--- config.mk ---
export PLATFORM = sky130hd
export DESIGN_NAME = odometry_speed_estimator_flat
export DESIGN_NICKNAME = d
export VERILOG_FILES = /design/src/ose_pkg.sv /design/src/ose_if.sv /design/src/ose_dp.sv /design/src/ose_ctrl.sv /design/src/odometry_speed_estimator.sv /design/src/flat_wrapper.sv
export SDC_FILE = /design/constraint.sdc
export NUM_CORES = 2
export LEC_CHECK = 0
export BUFFER_PORTS_ARGS = -buffer_cell sky130_fd_sc_hd__buf_2
export CAP_MARGIN = 20
export CORE_MARGIN = 2
export CORE_UTILIZATION = 33
export DETAILED_ROUTE_END_ITERATION = 8
export HOLD_SLACK_MARGIN = 0.12
export PLACE_DENSITY = 0.56
export SLEW_MARGIN = 25
export SYNTH_ARGS = -nofsm -noshare
export SYNTH_HDL_FRONTEND = slang
export SYNTH_SLANG_ARGS = --single-unit
--- constraint.sdc ---
create_clock -name clk -period 13 [get_ports clk]
set_clock_uncertainty 0.15 [all_clocks]
set_input_delay 1.3 -clock clk [delete_from_list [all_inputs] [get_ports clk]]
set_output_delay 1.3 -clock clk [all_outputs]
set_load 0.005 [all_outputs]
--- src/ose_pkg.sv ---
// Shared types and constants for the odometry speed estimator.
`timescale 1ns / 1ps
package ose_pkg;

  localparam logic [31:0] NS_PER_SEC = 32'd1000000000;
  localparam logic [31:0] MAX32      = 32'hFFFF_FFFF;
  localparam int          CNT_W      = 5;
  localparam logic [CNT_W-1:0] STEP_LAST = 5'd31;  // last of 32 one-bit steps
  localparam logic [CNT_W-1:0] SQ_LAST   = 5'd3;   // last square/accumulate cycle

  typedef enum logic [1:0] {
    MUL_X   = 2'd0,
    MUL_Y   = 2'd1,
    MUL_Z   = 2'd2,
    MUL_NUM = 2'd3
  } mul_sel_t;

  typedef struct packed {
    logic     load;
    logic     mul_en;
    mul_sel_t mul_sel;
    logic     acc_add;
    logic     rt_step;
    logic     diff_en;
    logic     div_init;
    logic     div_step;
    logic     out_load;
  } ose_cmd_t;

  typedef struct packed {
    logic zero;
    logic ovf;
  } ose_sts_t;

endpackage

--- src/ose_if.sv ---
// Handshake channels for odometry samples and speed results.
`timescale 1ns / 1ps
interface ose_sample_if;
  logic               valid;
  logic               ready;
  logic signed [31:0] pos_x;
  logic signed [31:0] pos_y;
  logic signed [31:0] pos_z;
  logic [31:0]        stamp_sec;
  logic [29:0]        stamp_nsec;

  modport source(output valid, pos_x, pos_y, pos_z, stamp_sec, stamp_nsec, input ready);
  modport sink(input valid, pos_x, pos_y, pos_z, stamp_sec, stamp_nsec, output ready);
endinterface

interface ose_result_if;
  logic        valid;
  logic        ready;
  logic [31:0] speed;
  logic [31:0] distance_change;
  logic [31:0] elapsed_ns;
  logic        zero_time;

  modport source(output valid, speed, distance_change, elapsed_ns, zero_time, input ready);
  modport sink(input valid, speed, distance_change, elapsed_ns, zero_time, output ready);
endinterface

--- src/ose_dp.sv ---
// Datapath: magnitudes, shared multiplier, bit-serial square root and divider, history.
`timescale 1ns / 1ps
module ose_dp #(
  parameter int WINDOW = 6
) (
  input  logic                clk,
  input  logic                rst,
  input  logic signed [31:0]  pos_x,
  input  logic signed [31:0]  pos_y,
  input  logic signed [31:0]  pos_z,
  input  logic [31:0]         stamp_sec,
  input  logic [29:0]         stamp_nsec,
  input  ose_pkg::ose_cmd_t   cmd,
  output ose_pkg::ose_sts_t   sts,
  output logic [31:0]         speed,
  output logic [31:0]         distance_change,
  output logic [31:0]         elapsed_ns,
  output logic                zero_time
);

  localparam int DEPTH = WINDOW - 1;

  logic [31:0] mag_x, mag_y, mag_z;
  logic [31:0] sec;
  logic [29:0] nsec;
  logic [31:0] mul_a, mul_b;
  logic [63:0] prod;
  logic [63:0] acc;
  logic [33:0] rem;
  logic [35:0] rt_r2, rt_trial;
  logic [31:0] root;
  logic [31:0] ddist;
  logic [31:0] elapsed;
  logic        zero;
  logic [31:0] dist_hist [DEPTH];
  logic [31:0] sec_hist  [DEPTH];
  logic [29:0] nsec_hist [DEPTH];
  logic [31:0] ddist_next, elapsed_next;
  logic [31:0] drem;
  logic [32:0] div_r2;
  logic [31:0] quo;
  logic        sat;

  function automatic logic [31:0] mag32(input logic signed [31:0] v);
    mag32 = v[31] ? 32'(-v) : 32'(v);
  endfunction

  // Operand select for the shared multiplier.
  always_comb begin
    unique case (cmd.mul_sel)
      ose_pkg::MUL_X:   begin mul_a = mag_x; mul_b = mag_x; end
      ose_pkg::MUL_Y:   begin mul_a = mag_y; mul_b = mag_y; end
      ose_pkg::MUL_Z:   begin mul_a = mag_z; mul_b = mag_z; end
      ose_pkg::MUL_NUM: begin mul_a = ddist; mul_b = ose_pkg::NS_PER_SEC; end
      default:          begin mul_a = ddist; mul_b = ose_pkg::NS_PER_SEC; end
    endcase
  end

  assign rt_r2    = {rem, acc[63:62]};
  assign rt_trial = {2'b00, root, 2'b01};

  assign ddist_next = (root > dist_hist[0]) ? root - dist_hist[0] : dist_hist[0] - root;
  assign elapsed_next = (sec == sec_hist[0])
                      ? {2'b00, nsec} - {2'b00, nsec_hist[0]}
                      : {2'b00, nsec} + ose_pkg::NS_PER_SEC - {2'b00, nsec_hist[0]};

  assign div_r2 = {drem, quo[31]};

  assign sts.zero = zero;
  assign sts.ovf  = prod[63:32] >= elapsed;

  always_ff @(posedge clk) begin
    if (cmd.load) begin
      mag_x <= mag32(pos_x);
      mag_y <= mag32(pos_y);
      mag_z <= mag32(pos_z);
      sec   <= stamp_sec;
      nsec  <= stamp_nsec;
    end
    if (cmd.mul_en) begin
      prod <= 64'(mul_a) * 64'(mul_b);
    end
    if (cmd.load) begin
      acc  <= '0;
      rem  <= '0;
      root <= '0;
    end else if (cmd.acc_add) begin
      acc <= acc + prod;
    end else if (cmd.rt_step) begin
      // Bring in two radicand bits, keep a one when the trial fits.
      acc <= {acc[61:0], 2'b00};
      if (rt_r2 >= rt_trial) begin
        rem  <= 34'(rt_r2 - rt_trial);
        root <= {root[30:0], 1'b1};
      end else begin
        rem  <= rt_r2[33:0];
        root <= {root[30:0], 1'b0};
      end
    end
    if (cmd.diff_en) begin
      ddist   <= ddist_next;
      elapsed <= elapsed_next;
      zero    <= (elapsed_next == '0);
    end
    if (cmd.div_init) begin
      drem <= prod[63:32];
      quo  <= prod[31:0];
      sat  <= zero | sts.ovf;
    end else if (cmd.div_step) begin
      if (div_r2 >= {1'b0, elapsed}) begin
        drem <= 32'(div_r2 - {1'b0, elapsed});
        quo  <= {quo[30:0], 1'b1};
      end else begin
        drem <= div_r2[31:0];
        quo  <= {quo[30:0], 1'b0};
      end
    end
    if (cmd.out_load) begin
      speed           <= sat ? ose_pkg::MAX32 : quo;
      distance_change <= ddist;
      elapsed_ns      <= elapsed;
      zero_time       <= zero;
    end
  end

  // Window history, entry 0 oldest; advance once per item.
  always_ff @(posedge clk) begin
    if (rst) begin
      for (int i = 0; i < DEPTH; i++) begin
        dist_hist[i] <= '0;
        sec_hist[i]  <= '0;
        nsec_hist[i] <= '0;
      end
    end else if (cmd.diff_en) begin
      for (int i = 0; i < DEPTH - 1; i++) begin
        dist_hist[i] <= dist_hist[i+1];
        sec_hist[i]  <= sec_hist[i+1];
        nsec_hist[i] <= nsec_hist[i+1];
      end
      dist_hist[DEPTH-1] <= root;
      sec_hist[DEPTH-1]  <= sec;
      nsec_hist[DEPTH-1] <= nsec;
    end
  end

endmodule

--- src/ose_ctrl.sv ---
// Controller: sequences squares, root, difference, scaling and, unless the speed saturates, division per item.
`timescale 1ns / 1ps
module ose_ctrl (
  input  logic              clk,
  input  logic              rst,
  input  logic              in_valid,
  output logic              in_ready,
  output logic              out_valid,
  input  logic              out_ready,
  input  ose_pkg::ose_sts_t sts,
  output ose_pkg::ose_cmd_t cmd
);

  typedef enum logic [7:0] {
    S_IDLE = 8'b0000_0001,
    S_SQ   = 8'b0000_0010,
    S_RT   = 8'b0000_0100,
    S_DIFF = 8'b0000_1000,
    S_NUM  = 8'b0001_0000,
    S_CHK  = 8'b0010_0000,
    S_DIV  = 8'b0100_0000,
    S_FIN  = 8'b1000_0000
  } state_t;

  state_t                    state, state_next;
  logic [ose_pkg::CNT_W-1:0] cnt, cnt_next;
  logic                      out_free;

  assign in_ready = (state == S_IDLE);
  assign out_free = !out_valid || out_ready;

  always_comb begin
    state_next   = state;
    cnt_next     = '0;
    cmd          = '0;
    cmd.mul_sel  = ose_pkg::MUL_NUM;
    unique case (state)
      S_IDLE: begin
        if (in_valid) begin
          cmd.load   = 1'b1;
          state_next = S_SQ;
        end
      end
      S_SQ: begin
        cmd.mul_en  = (cnt != ose_pkg::SQ_LAST);
        cmd.acc_add = (cnt != '0);
        unique case (cnt[1:0])
          2'd0:    cmd.mul_sel = ose_pkg::MUL_X;
          2'd1:    cmd.mul_sel = ose_pkg::MUL_Y;
          default: cmd.mul_sel = ose_pkg::MUL_Z;
        endcase
        if (cnt == ose_pkg::SQ_LAST) begin
          state_next = S_RT;
        end else begin
          cnt_next = cnt + 1'b1;
        end
      end
      S_RT: begin
        cmd.rt_step = 1'b1;
        if (cnt == ose_pkg::STEP_LAST) begin
          state_next = S_DIFF;
        end else begin
          cnt_next = cnt + 1'b1;
        end
      end
      S_DIFF: begin
        cmd.diff_en = 1'b1;
        state_next  = S_NUM;
      end
      S_NUM: begin
        cmd.mul_en = 1'b1;
        state_next = S_CHK;
      end
      S_CHK: begin
        cmd.div_init = 1'b1;
        // Skip the divide when the result saturates anyway.
        state_next   = (sts.zero || sts.ovf) ? S_FIN : S_DIV;
      end
      S_DIV: begin
        cmd.div_step = 1'b1;
        if (cnt == ose_pkg::STEP_LAST) begin
          state_next = S_FIN;
        end else begin
          cnt_next = cnt + 1'b1;
        end
      end
      S_FIN: begin
        if (out_free) begin
          cmd.out_load = 1'b1;
          state_next   = S_IDLE;
        end
      end
      default: state_next = S_IDLE;
    endcase
  end

  always_ff @(posedge clk) begin
    if (rst) begin
      state     <= S_IDLE;
      cnt       <= '0;
      out_valid <= 1'b0;
    end else begin
      state <= state_next;
      cnt   <= cnt_next;
      if (cmd.out_load) begin
        out_valid <= 1'b1;
      end else if (out_ready) begin
        out_valid <= 1'b0;
      end
    end
  end

  a_accept_starts: assert property (@(posedge clk) disable iff (rst)
    (in_valid && in_ready) |=> (state == S_SQ))
    else $error("accepted item did not start the square phase");

  a_root_to_diff: assert property (@(posedge clk) disable iff (rst)
    (state == S_RT && cnt == ose_pkg::STEP_LAST) |=> (state == S_DIFF))
    else $error("root did not finish after its last step");

  a_no_overwrite: assert property (@(posedge clk) disable iff (rst)
    cmd.out_load |-> (!out_valid || out_ready))
    else $error("result register loaded while a result waits");

  a_load_shows: assert property (@(posedge clk) disable iff (rst)
    cmd.out_load |=> out_valid)
    else $error("loaded result not presented");

  a_div_unsat: assert property (@(posedge clk) disable iff (rst)
    (state == S_DIV) |-> !sts.zero)
    else $error("divide running with zero elapsed time");

endmodule

--- src/odometry_speed_estimator.sv ---
// Top level of the odometry speed estimator.
//
//  channel  | dir | payload
//  ---------+-----+---------------------------------------------------------
//  sample   | in  | pos_x, pos_y, pos_z (Q16.16), stamp_sec, stamp_nsec
//  result   | out | speed (Q16.16 m/s), distance_change, elapsed_ns, zero_time
//
// One item at a time: the next item is accepted only back in idle, after the squares,
// the 32 root steps and, unless the speed saturates or the elapsed time is zero, the
// 32 divide steps; the bit-serial root and divider set the pace.
// A finished result waits in the output register; the next item is taken while
// it waits, and the block holds in its final state only if a second result is
// ready before the first is taken. Synchronous reset clears the window history.
`timescale 1ns / 1ps
module odometry_speed_estimator #(
  parameter int WINDOW = 6
) (
  input  logic         clk,
  input  logic         rst,
  ose_sample_if.sink   sample,
  ose_result_if.source result
);

  ose_pkg::ose_cmd_t cmd;
  ose_pkg::ose_sts_t sts;

  ose_ctrl u_ctrl (
    .clk       (clk),
    .rst       (rst),
    .in_valid  (sample.valid),
    .in_ready  (sample.ready),
    .out_valid (result.valid),
    .out_ready (result.ready),
    .sts       (sts),
    .cmd       (cmd)
  );

  ose_dp #(
    .WINDOW (WINDOW)
  ) u_dp (
    .clk             (clk),
    .rst             (rst),
    .pos_x           (sample.pos_x),
    .pos_y           (sample.pos_y),
    .pos_z           (sample.pos_z),
    .stamp_sec       (sample.stamp_sec),
    .stamp_nsec      (sample.stamp_nsec),
    .cmd             (cmd),
    .sts             (sts),
    .speed           (result.speed),
    .distance_change (result.distance_change),
    .elapsed_ns      (result.elapsed_ns),
    .zero_time       (result.zero_time)
  );

endmodule
--- src/flat_wrapper.sv ---
// flat-port wrapper written by rule: the top's interface ports become plain ports
module odometry_speed_estimator_flat 
#(
  parameter int WINDOW = 6
)
  (clk, rst, sample_valid, sample_pos_x, sample_pos_y, sample_pos_z, sample_stamp_sec, sample_stamp_nsec, sample_ready, result_valid, result_speed, result_distance_change, result_elapsed_ns, result_zero_time, result_ready);
  ose_sample_if sample_i ();
  ose_result_if result_i ();
  input  logic clk;
  input  logic rst;
  input wire logic [$bits(sample_i.valid)-1:0] sample_valid;
  input wire logic [$bits(sample_i.pos_x)-1:0] sample_pos_x;
  input wire logic [$bits(sample_i.pos_y)-1:0] sample_pos_y;
  input wire logic [$bits(sample_i.pos_z)-1:0] sample_pos_z;
  input wire logic [$bits(sample_i.stamp_sec)-1:0] sample_stamp_sec;
  input wire logic [$bits(sample_i.stamp_nsec)-1:0] sample_stamp_nsec;
  output wire logic [$bits(sample_i.ready)-1:0] sample_ready;
  output wire logic [$bits(result_i.valid)-1:0] result_valid;
  output wire logic [$bits(result_i.speed)-1:0] result_speed;
  output wire logic [$bits(result_i.distance_change)-1:0] result_distance_change;
  output wire logic [$bits(result_i.elapsed_ns)-1:0] result_elapsed_ns;
  output wire logic [$bits(result_i.zero_time)-1:0] result_zero_time;
  input wire logic [$bits(result_i.ready)-1:0] result_ready;
  assign sample_i.valid = sample_valid;
  assign sample_i.pos_x = sample_pos_x;
  assign sample_i.pos_y = sample_pos_y;
  assign sample_i.pos_z = sample_pos_z;
  assign sample_i.stamp_sec = sample_stamp_sec;
  assign sample_i.stamp_nsec = sample_stamp_nsec;
  assign sample_ready = sample_i.ready;
  assign result_valid = result_i.valid;
  assign result_speed = result_i.speed;
  assign result_distance_change = result_i.distance_change;
  assign result_elapsed_ns = result_i.elapsed_ns;
  assign result_zero_time = result_i.zero_time;
  assign result_i.ready = result_ready;
  odometry_speed_estimator #(.WINDOW(WINDOW)) u_core (.clk(clk), .rst(rst), .sample(sample_i), .result(result_i));
endmodule
Word level (Yosys, flattened, before mapping)
Memories as Yosys holds them, arrays and structs flattened.
Cells that the tools add are included.
{"block": "word_totals", "regBits": 593, "ram_bits": 470, "in_bits": 162, "output_inout_bits": 99, "wordCells": 156, "mem_count": 3}
{"block": "op_classes", "addsub": 12, "multipliers": 1, "magnitude_cmp": 4, "n_eq_ne": 21, "muxes": 60, "bitwise": 17, "n_reduce_logical": 13}
{"memory": "u_core.u_dp.dist_hist", "depth": 5, "width": 32, "rd": 5, "rd_ports_with_merged_regs": 0, "write_ports": 5, "line": "ose_dp.sv:35", "text": "logic [31:0] dist_hist [DEPTH];"}
{"memory": "u_core.u_dp.sec_hist", "depth": 5, "width": 32, "rd": 5, "rd_ports_with_merged_regs": 0, "write_ports": 5, "line": "ose_dp.sv:36", "text": "logic [31:0] sec_hist [DEPTH];"}
{"memory": "u_core.u_dp.nsec_hist", "depth": 5, "width": 30, "rd": 5, "rd_ports_with_merged_regs": 0, "write_ports": 5, "line": "ose_dp.sv:37", "text": "logic [29:0] nsec_hist [DEPTH];"}
{"op": "32-bit 2-to-1 mux", "n": 17}
{"op": "32-bit case mux with 4 select lines", "n": 2}
{"op": "30-bit 2-to-1 mux", "n": 5}
{"op": "64-bit 2-to-1 mux", "n": 2}
{"op": "32-bit negation", "n": 3}
{"op": "32-bit subtractor", "n": 3}
{"op": "31-bit 2-to-1 mux", "n": 3}
{"op": "64-bit adder", "n": 1}
{"op": "32-bit by 32-bit multiplier with 64-bit output", "n": 1}
{"op": "8-bit case mux with 8 select lines", "n": 1}
{"op": "8-bit 2-to-1 mux", "n": 6}
{"op": "36-bit by 34-bit >= comparator with 1-bit output", "n": 1}
{"op": "34-bit 2-to-1 mux", "n": 1}
{"op": "34-bit subtractor", "n": 1}
{"op": "33-bit by 32-bit >= comparator with 1-bit output", "n": 1}
{"op": "32-bit equality test", "n": 1}
{"op": "32-bit >= comparator", "n": 1}
{"op": "32-bit greater-than comparator", "n": 1}
{"op": "32-bit logical NOT", "n": 1}
{"op": "31-bit by 30-bit subtractor with 32-bit output", "n": 1}
{"op": "30-bit by 30-bit adder with 31-bit output (second input constant)", "n": 1}
{"op": "30-bit by 30-bit subtractor with 31-bit output", "n": 1}
{"op": "1-bit 2-to-1 mux", "n": 17}
{"op": "1-bit bitwise OR", "n": 16}
{"op": "29 further kinds", "n": 40}

Longest topological paths before layout
{"block": "depth", "depth_word": 6, "mapped_depth": 39, "depth_no_buf": 36}

Hierarchy
From an unflattened synthesis, not the netlist that was laid out.
{"block": "hier_totals", "hier_cells": 8579, "hier_area_um2": 87785.4}
{"module": "ose_dp", "instances": 1, "cells_per_inst": 8479, "area_per_inst_um2": 86925.9, "seq_area_each_um2": 30199.0}
{"module": "ose_ctrl", "instances": 1, "cells_per_inst": 100, "area_per_inst_um2": 859.6, "seq_area_each_um2": 280.3}

Worst setup path before layout
No wires, ideal clock.
{"block": "synth_path", "path_type": "input to register", "start": "in rst", "end": "mem u_core.u_dp.dist_hist[0][0], enable pin", "setup_ns": 0.920, "arrival_time_ns": 12.765, "required_time_ns": 11.930, "path_slack_ns": -0.835, "cell_stages": 2, "path_buffers": 1, "cell_sequence": "clkbuf_1 nand2b_1"}
{"item": "start: declaration", "line": "flat_wrapper.sv:10", "text": "input logic rst;"}
{"item": "end: declaration", "line": "ose_dp.sv:35"}

Worst setup path in the final report
{"block": "layout_path", "start": "reg u_core.u_ctrl.state[0]", "end": "reg u_core.u_dp.prod[58] (data pin)"}
{"block": "layout_via", "elab_chain_len": 5, "elab_cells_between_ends": 9, "cone_classes": "1 x mul; 4 x eq/ne; 3 x mux; 1 x reduce/logical"}
{"item": "start: declaration", "line": "ose_ctrl.sv:25", "text": "state_t state, state_next;"}
{"item": "start signal: assignment", "line": "ose_ctrl.sv:103", "text": "state <= state_next;"}
{"item": "8-bit by 2-bit equality test with 1-bit output (*)", "line": "ose_ctrl.sv:37", "text": "unique case (state)"}
{"item": "3-bit 2-to-1 mux (*)", "line": "ose_ctrl.sv:37"}
{"item": "2-bit equality test, or another cell as far along", "line": "ose_dp.sv:50", "text": "unique case (cmd.mul_sel)"}
{"item": "32-bit case mux with 4 select lines", "line": "ose_dp.sv:50"}
{"item": "32-bit by 32-bit multiplier with 64-bit output (*)", "line": "ose_dp.sv:81", "text": "prod <= 64'(mul_a) * 64'(mul_b);"}
{"item": "end signal: assignment", "line": "ose_dp.sv:81"}
{"item": "end: declaration", "line": "ose_dp.sv:27", "text": "logic [63:0] prod;"}
Every way passes the cells marked *; elsewhere a longest branch is shown, timed or not.
A chain may end at the register's enable or synchronous reset.

==> results.txt <==
The flow ran to the end, but the final reports show violations. The final reports fail on design-rule violations. The height of the chip is about 520 microns. The arrival time at the worst endpoint is around 12 ns. The cell occurring most often along the worst timing path is fa_1. The number of register bits inferred by synthesis came out at about 1100. The max-cap violation count came out at 0. The cell area after synthesis is approximately 88000 sq um. After detailed routing, the number of remaining DRC violations is 18.

Leaving out fill and tap cells, the most frequent cell in the layout is inv_1. Timing would allow up to 0.0863 GHz. The maximum number of pins on one net before global-route repair came out at just under 200. STA classifies the critical path endpoint as a flop. The net count of the finished layout is ~11000. The max-slew headroom at the worst pin is between 20% and 30%.

The worst hold path startpoint is u_core.u_dp.nsec_hist[0][31]. The routed layout has about 65000 vias. The die outline area is 270000 sq um. The category of the worst setup path launch point is a flop. The delay contributed by the slowest stage of the critical path is between 0.6 and 0.7 ns. The final critical-path share of the clock period is 89.1%. The share of final-layout standard cells stronger than drive strength 1 came out at slightly above 8%. CTS saw roughly 1100 sinks. The routed design has roughly 280000 microns of wire. The startpoint identified for the worst register-to-register timing path is u_core.u_ctrl.state[0].

The count of final hold-check violations is 0. For the pin with the worst max-slew slack, the measured transition is 1.16 ns. The first global-routing pass estimated about 420000 microns of wire.

The number of standard-cell rows in the floorplan is between 150 and 200. The logic depth of the worst register-to-register path came out at 30. The synthesized netlist cell count came out at roughly 8800. The routability congestion estimate from global placement came out at 1.02. The final worst-path setup slack came out at about 1.4 ns. The initial core utilization came out at 33.1%. The placeable core area came out at roughly 270000 sq um. The tightest min-delay check is of the reg2reg type. The post-synthesis sequential area ratio came out at 34.7%. For this design, the CTS-stage hold fixing added 0 buffers. The proportion of register bits with asynchronous set or reset after synthesis is 0%. The total setup buffers inserted after CTS came out at 0. The number of max-slew violations in the final report is 0. The net count after synthesis is between 10000 and 15000. The utilization after layout is 36.9%. The clock input transition at the sequential cells of the worst setup and hold paths is approximately 0.060 ns.

The detail route stage leaves a number of antenna-violating nets equal to 0. At the placement stage, the worst setup path has a slack of 1.84 ns. The number of buffers created by CTS came out at about 120. Setup violations remaining at the end of the flow were counted as 0.

The layout overhead on the synthesized area came out at 11.2%. The setup TNS after final layout is 0 ns. The first detailed-routing pass took 9 iterations. For this run, the leading register cell type out of synthesis is edfxtp_1. The via count of the first global-routing pass came out at about 66000. The TritonCTS clock tree is yes. The root buffer cell chosen for the clock tree is clkbuf_16. The detailed placement HPWL came out at about 210000 microns. The number of buffers added on ports came out at 260. After global routing the overflow that remains totals 0. The I/O pin total came out at ~260. Tracing the worst setup path back leads to its startpoint at u_core.u_ctrl.state[0]. The deepest clock path buffer count came out at 3. For the worst-skew pair, the clock arrives at the later sink with an insertion delay of roughly 0.85 ns.

Counting flops with a built-in enable in the synthesized netlist gives just over 900. The post-synthesis average cell area is ~10 sq um. The kind of critical path is reg2reg. Along the worst hold path, the cell count comes to 1.

The number of gates resized after CTS was 0. In the global route stage, overall resource usage came out at 20.3%. In this run the worst path has a maximum fanout of 15. The die is between 500 and 600 microns wide.

Dividing the detail-routed via count by the number of cells gives 5.16. The final period demand of the worst path is 11.59 ns. Data on the critical path is required at its endpoint by 13.43 ns. Setup repair after global routing left no endpoint under its margin. The number of different library cells in the post-synthesis netlist is 87.

The largest individual stage delay along the critical path comes from the cell and3b_1. The number of H-tree levels is 3. The number of antenna violations at the first check in global routing is 29.

In the layout the commonest cells are inv_1, nand2_1, edfxtp_1. The synthesis warning total came out at 0. In the final routed layout, each cell accounts on average for between 20 and 25 microns. The violation count after the first detailed-routing iteration is about 5700.
==> final cells by class <==
type	count	area, sq um
antenna	9	22.5
sequential	1063	30500
inverter	1217	4570
fill	26416	167000
clock inverter	79	1020
multi-input combinational	6072	51500
timing repair buffer	414	2540
tap	3533	4420
clock buffer	152	3230
==> sequential cells by signal, indices dropped and copies added, names as in the netlist, 32 cells and up <==
name                         cells
u_core.u_dp.dist_hist          160
u_core.u_dp.sec_hist           160
u_core.u_dp.nsec_hist          150
u_core.u_dp.acc                 64
u_core.u_dp.prod                64
u_core.u_dp.rem                 34
u_core.u_dp.ddist               32
u_core.u_dp.distance_change     32
u_core.u_dp.drem                32
u_core.u_dp.elapsed             32
u_core.u_dp.elapsed_ns          32
u_core.u_dp.mag_x               32
u_core.u_dp.mag_y               32
u_core.u_dp.mag_z               32
u_core.u_dp.quo                 32
u_core.u_dp.root                32
u_core.u_dp.sec                 32
u_core.u_dp.speed               32
==> cell usage after synthesis (46+ instances only) <==
| master | number | area (sq um) |
|---|---|---|
| inv_1 | 1209 | 4540 |
| nand2_1 | 926 | 3480 |
| edfxtp_1 | 919 | 27600 |
| fa_1 | 918 | 18400 |
| nor2_1 | 781 | 2930 |
| ha_1 | 566 | 7080 |
| and2_1 | 452 | 2830 |
| a21oi_1 | 440 | 2200 |
| clkbuf_1 | 373 | 1400 |
| xnor2_1 | 268 | 2350 |
| o21ai_0 | 257 | 1290 |
| a21o_1 | 185 | 1390 |
| dfxtp_1 | 144 | 2880 |
| nor3_1 | 121 | 606 |
| xor2_1 | 102 | 893 |
| mux2i_1 | 77 | 771 |
| nand4_1 | 74 | 463 |
| nand3_1 | 66 | 330 |
| a211oi_1 | 64 | 480 |
| nand2b_1 | 63 | 394 |
| a22oi_1 | 57 | 428 |
| nor2b_1 | 48 | 300 |
| or2_2 | 46 | 288 |
==> path summary, 6_finish.rpt <==
path / end / slack [ns]
setup / recovery: u_core.u_dp.prod[58] / 1.41
hold / removal: u_core.u_dp.nsec_hist[0][1] / 0.28
setup reg to reg: u_core.u_dp.prod[58] / 1.41
hold reg to reg: u_core.u_dp.nsec_hist[0][1] / 0.28
==> kinds of logic (layout without fill, tap and decap cells) <==
logic type | after synthesis | in the layout | share of synthesized area [%]
and+or+nand+nor | 2729 | 2729 | 14.5
muxes | 91 | 91 | 1.06
AOI/OAI and AO/OA | 1398 | 1398 | 10.2
adders and majority gates | 1484 | 1484 | 29.0
buffers and inverters | 1623 | 1862 | 6.96
other | 0 | 9 | 0
DFF | 1063 | 1063 | 34.7
xor gates and xnor gates | 370 | 370 | 3.69
==> metal layers <==
layer	part of all wire (%)	track usage (%)	vias to the layer above	routed length [microns]
met5	0.082	0	-	228
met4	6.2	10.3	34	17100
met3	8.4	4.65	717	23300
met2	44	31.8	2551	124000
met1	41	26.3	32145	114000
li1	-	-	29236	-
==> per-stage QoR <==
stage	cells	instance area [sq um]	hold slack, ns
after floorplan	8758	87900	0.271
after global placement	12297	93400	0.297
after detailed placement	12297	93400	0.284
after CTS	12528	97700	0.267
after global routing	12532	97700	0.295
final	12539	97700	0.280
==> critical path, delay by kind of cell, from the launching register on <==
kind	cells	cell delay (ns)
compound gates	9	2.21
simple gates	7	2.60
fa+ha+maj	9	4.55
xor+xnor	1	0.10
buf+inv	4	1.42
flops	1	0.36
Power is left out: the tool's default activity adds up to more than one toggle a clock period on the data nets, which glitch-free logic cannot reach.
